**config.mk**
```make
export PLATFORM = sky130hd
export DESIGN_NAME = swpj_ctrl
export DESIGN_NICKNAME = d
export VERILOG_FILES = /design/src/rtl/core/swpj_pkg.sv /design/src/rtl/core/swpj_ctrl.sv
export SDC_FILE = /design/constraint.sdc
export NUM_CORES = 1
export LEC_CHECK = 0
export ABC_CLOCK_PERIOD_IN_PS = 1900
export BUFFER_PORTS_ARGS = -buffer_cell sky130_fd_sc_hd__buf_2
export CORE_AREA = 2 2 39 41
export CTS_BUF_LIST = sky130_fd_sc_hd__clkbuf_8
export CTS_CLUSTER_SIZE = 25
export DETAILED_ROUTE_END_ITERATION = 8
export DIE_AREA = 0 0 41 43
export PLACE_DENSITY_LB_ADDON = 0.08
export SETUP_SLACK_MARGIN = 0.4
export SLEW_MARGIN = 20
export SYNTH_ARGS = -nofsm -noshare
export SYNTH_HDL_FRONTEND = slang
export SYNTH_SLANG_ARGS = --single-unit
```
**constraint.sdc**
```tcl
create_clock -name clk -period 1.9 [get_ports clk]
set_input_delay 0.19 -clock clk [delete_from_list [all_inputs] [get_ports clk]]
set_output_delay 0.19 -clock clk [all_outputs]
set_load 0.01 [all_outputs]
```
**src/rtl/core/swpj_pkg.sv**
```systemverilog
// shared constants, types and helpers for the stair ways block
// no dependencies
package swpj_pkg;

  localparam int MAX_STEPS   = 1024;
  localparam int COUNT_WIDTH = 64;

  localparam int CFG_W      = 11;
  localparam int STEP_NUM_W = 11;
  localparam int WAYS_W     = 64;
  localparam int STEP_W     = $clog2(MAX_STEPS + 1);
  localparam int ADDR_W     = $clog2(MAX_STEPS);
  localparam int POW_W      = STEP_W + CFG_W;
  localparam int PADDR_W    = 3;
  localparam int PDATA_W    = 32;

  localparam logic REG_STAIR_LENGTH = 1'b0;
  localparam logic REG_JUMP_BASE    = 1'b1;

  typedef enum logic [1:0] {
    ST_IDLE,
    ST_TEST,
    ST_ACC,
    ST_DONE
  } state_t;

  typedef struct packed {
    logic load;
    logic add_one;
    logic add_mem;
    logic read;
    logic adv;
    logic finish;
  } cmd_t;

  typedef struct packed {
    logic broken;
    logic past_end;
    logic from_ground;
    logic single_jump;
    logic out_busy;
  } status_t;

  function automatic logic [STEP_W-1:0] clamp_len(input logic [CFG_W-1:0] v);
    logic [STEP_W-1:0] r;
    if (v == '0) begin
      r = STEP_W'(1);
    end else if (int'(v) > MAX_STEPS) begin
      r = STEP_W'(MAX_STEPS);
    end else begin
      r = STEP_W'(v);
    end
    return r;
  endfunction

endpackage

```
**src/rtl/core/swpj_ctrl.sv**
```systemverilog
// sequencer for one step: walks the powers of the base, one history read each but the jump from the ground
// depends on swpj_pkg
module swpj_ctrl (
  input  logic              clk,
  input  logic              rst,
  input  logic              item_valid,
  output logic              item_stall,
  input  swpj_pkg::status_t st,
  output swpj_pkg::cmd_t    cmd
);

  swpj_pkg::state_t state, state_next;

  always_ff @(posedge clk) begin
    if (rst) begin
      state <= swpj_pkg::ST_IDLE;
    end else begin
      state <= state_next;
    end
  end

  always_comb begin
    state_next = state;
    cmd        = '0;
    item_stall = 1'b1;
    unique case (state)
      swpj_pkg::ST_IDLE: begin
        item_stall = 1'b0;
        if (item_valid) begin
          cmd.load   = 1'b1;
          state_next = swpj_pkg::ST_TEST;
        end
      end
      swpj_pkg::ST_TEST: begin
        if (st.broken || st.past_end) begin
          state_next = swpj_pkg::ST_DONE;
        end else if (st.from_ground) begin
          cmd.add_one = 1'b1;
          cmd.adv     = 1'b1;
          state_next  = st.single_jump ? swpj_pkg::ST_DONE : swpj_pkg::ST_TEST;
        end else begin
          cmd.read   = 1'b1;
          state_next = swpj_pkg::ST_ACC;
        end
      end
      swpj_pkg::ST_ACC: begin
        cmd.add_mem = 1'b1;
        cmd.adv     = 1'b1;
        state_next  = st.single_jump ? swpj_pkg::ST_DONE : swpj_pkg::ST_TEST;
      end
      swpj_pkg::ST_DONE: begin
        if (!st.out_busy) begin
          cmd.finish = 1'b1;
          state_next = swpj_pkg::ST_IDLE;
        end
      end
      default: begin
        state_next = swpj_pkg::ST_IDLE;
      end
    endcase
  end

endmodule

```
# Yosys cells after proc, flatten, opt, wreduce, memory -nomap -nowiden
# Index checks and enable logic that the tools add are counted.
[totals] reg_bits=2 out_inout_bits=7 wordCells=28 input_bits=8
[classes] muxes=19 eq_ne=5 n_reduce_logical=3
[ops] op="$mux 2" n=6
[ops] op="$mux 1" n=11
[ops] op="$pmux 2 s4" n=1
[ops] op="$eq 2x2->1 const B" n=2
[ops] op="$ne 2x2->1 const B" n=2
[ops] op="$eq 2x1->1 const B" n=1
[ops] op="$logic_not 2->1" n=1
[ops] op="$pmux 1 s2" n=1
[ops] op="$reduce_and 2->1" n=1
[ops] op="$logic_or 1x1->1" n=1

# Longest topological paths before layout
[logic_depth] word_depth=4 ltp_mapped=5 mapped_depth_nobuf=5

# Worst setup path before layout
# OpenSTA, ideal clock, no wires.
[synth_path] path_kind="register -> register" start="reg state[0]" end="reg state[1]" stages_incl_launch_ff=6 slack_ns=0.494 synth_period_minus_slack_ns=1.406 n_path_buf=0 setup_ns=0.087 required_ns=1.813 arrival_ns=1.319 path_cell_list="dfxtp_1 inv_1 ha_1 a21o_1 or4_1 o31ai_1"
[synth_between] elab_chain_cells=3 word_cells_on_any_way=8 cone_classes="5 x eq/ne; 1 x mux; 2 x reduce/logical"
[synth_rtl] element="start: declaration" line="swpj_ctrl.sv:12" text="swpj_pkg::state_t state, state_next;"
[synth_rtl] element="start signal: assignment" line="swpj_ctrl.sv:16" text="state <= swpj_pkg::ST_IDLE;"
[synth_rtl] element="start signal: assignment" line="swpj_ctrl.sv:18" text="state <= state_next;"
[synth_rtl] element="$eq 2x2->1 or $logic_not 2->1 (tied branches)" line="swpj_ctrl.sv:26" text="unique case (state)"
[synth_rtl] element="$ne 2x2->1 (no source line)"
[synth_rtl] element="$reduce_and 2->1 (no source line)"
# Several ways; a longest one is shown, not always the timed one.
# A chain may end at the register's enable or synchronous reset.

==> flow_summary.ini <==
[status]
status = finished clean

[critical_path]
max_stage_delay_ns = 0.35
cp_slowest_cell = dfxtp_2
crit_required_ns = 1.71
start_kind = register
cp_cell_sequence = inv_4 -> ha_4 -> and4bb_2 -> o21a_1 -> buf_2
worstSetupEndpointType = output port
critPathKind = reg2out
cp_max_fo = 4
worstPathArrival_ns = 1.28

[sta]
setup_tns_ns = 0
finalCritPeriodShare_pct = 77.20
finalHoldViolCount = 0
setup_viol = 0
worst_pin_slew_ns = 0.2517
fmax_mhz = 681.8
skew_ns = 0.002009
max_slew_margin_pct = 82.98
slew_violations = 0
fin_crit_ns = 1.467
rsz0062_at_grt = no

[global_routing]
first_global_vias = 245
grt_pass1_wl_um = 903
gr-total-overflow = 0
grt_usage_pct = 7.515
grt_most_used_layer = met1
grt_util_met1_pct = 10.22
grt_max_degree = 5
use_met2_pct = 9.688
grtUsageMet3_pct = 1.571
antenna_found_initial = 0

[floorplan]
rows = 14
die_w_um = 41
io_pins = 15
start_util_pct = 16.27
core_mm2 = 0.001384
fp.dieArea_mm2 = 0.001763
fp.dieH_um = 43

[synthesis]
post_synth_fa_ha_maj_area_fraction_pct = 22.22
synth_compound_area_share_pct = 18.33
syn_inst = 26
synthSimpleGateAreaFrac_pct = 36.67
seq_area_frac_synth_pct = 17.78
yosys-mux-area-fraction_pct = 0
synth_nets = 38
yosysUniqueCellTypes = 19
synth_top_family_by_area = simple AND/OR/NAND/NOR gates
ys.warnings.count = 0
synth-xor-area-share_pct = 0
synth_area_per_cell_um2 = 8.662
synth_seq_cells = 2
netlist_area_um2 = 225.2

[place]
post-place-cells = 56
port_buffers = 14
place_area_um2 = 315.3
hpwl_um = 467.8
gp_congestion = 0.6564

[detailed_routing]
postRouteWirelength_um = 586
route.detailed.wl_per_inst_um = 9.607
drtAntennaViolNets = 0
vias = 248
drc = 0
routed_via_density = 4.066
drtIter0Drc = 0
drt_pass1_iterations = 1

[power_and_ir_drop]
powerDensity_mw_per_mm2 = 902.3
irDropWorstVdd_v = 0.0002057
total_power_w = 0.0003556
p_leak_nw = 0.1948

[cells_and_area]
fillerInstances = 160
n_antenna_cell = 0
largest_register_ff_count = 2
nets = 59
syn_to_final_growth_pct = 75.00
layout_common_cells = 14 x buf_2, 3 x clkbuf_8
drive_above_1_share_pct = 60.00
largest_registers = state x2
stdcell_count = 61
multi_input_area_um2 = 188.9
seq_area_um2 = 45.04
final_util_pct = 28.48
final_area_um2 = 394.1
final_common_cell = buf_2
max_flop_register = state

[hold_path]
hp-class = in2reg

[clocking]
cts_tree = yes
numCtsBuffers = 3
path_clk_slew_ns = 0.03
cts.sink_count = 2
cts_max_path_buffers = 2
cts_max_level = 1
cts_root_buf = clkbuf_8
insertion_delay_ns = 0.21

[job]
drv_cap = 0
## where the power goes
group	total, W	switching [W]	internal, W
registers	0.0000635	0.0000104	0.0000531
clock network	0.000163	0.0000293	0.000134
logic	0.000129	0.0000608	0.0000685
## layout make-up
cell class / instances / share of cell area [%]
Clock buffer: 3 / 10.48
Inverter: 3 / 3.492
Timing Repair Buffer: 16 / 21.59
Multi-Input combinational cell: 21 / 47.94
Tap cell: 16 / 5.079
Sequential cell: 2 / 11.43
## synthesized netlist by cell type
| cell | number | area (um^2) |
|---|---|---|
| nor3_1 | 1 | 5.000 |
| a21o_1 | 1 | 7.510 |
| and2_2 | 1 | 7.510 |
| o31ai_1 | 1 | 7.510 |
| and2b_2 | 1 | 8.760 |
| o31a_1 | 1 | 8.760 |
| nor2_1 | 1 | 3.750 |
| nor2b_1 | 1 | 6.260 |
| o21ai_0 | 1 | 5.000 |
| or4_1 | 1 | 7.510 |
| and4bb_2 | 1 | 12.51 |
| and2_1 | 1 | 6.260 |
| nor4b_1 | 2 | 17.52 |
| o21a_1 | 1 | 7.510 |
| a21oi_1 | 1 | 5.000 |
| dfxtp_1 | 2 | 40.04 |
| inv_1 | 3 | 11.26 |
| ha_1 | 4 | 50.05 |
| nor3b_1 | 1 | 7.510 |
## metal layers
metal	share of wire (%)	vias to the layer above
met5	0	-
met4	0	0
met3	6.3	0
met2	45	9
met1	48	104
li1	-	135
## cells by family (layout without fill, tap and decap cells)
| kind of cell | after synthesis | in the layout |
|---|---|---|
| compound gates | 6 | 6 |
| fa+ha+maj | 4 | 4 |
| simple gates | 11 | 11 |
| flops | 2 | 2 |
| buf+inv | 3 | 22 |
## critical path, delay by kind of cell, from the launching register on
kind / cells / cell delay (ns)
adder cells (fa/ha/maj): 1 / 0.16
AO/OA/AOI/OAI: 1 / 0.16
AND/OR/NAND/NOR: 1 / 0.22
buffers and inverters: 2 / 0.18
flip-flops: 1 / 0.35
## repair_timing
action,in CTS,in global routing
resized for setup,4,4
pin swaps,0,1
setup buffers,0,2
cloned,0,0
hold buffers,0,0
setup endpoints to repair,2,2
hold endpoints to repair,0,0
## per-stage QoR
step / hold slack [ns] / setup WS (ns)
3_5_place_dp: 0.3977 / 0.3895
5_1_grt: 0.1868 / 0.3938
6_report: 0.1748 / 0.4333
4_1_cts: 0.1728 / 0.4023
2_1_floorplan: 0.2661 / 0.4942
3_3_place_gp: 0.3900 / 0.3797
## final timing paths
path,from,end,slack [ns],cells past startpoint
min,rst,state[0],0.17,2
max reg2reg,state[0],state[1],0.46,5
min reg2reg,state[1],state[1],0.60,3
max,state[1],cmd[1],0.43,5
Note: power is estimated with default switching activity, not from simulation.
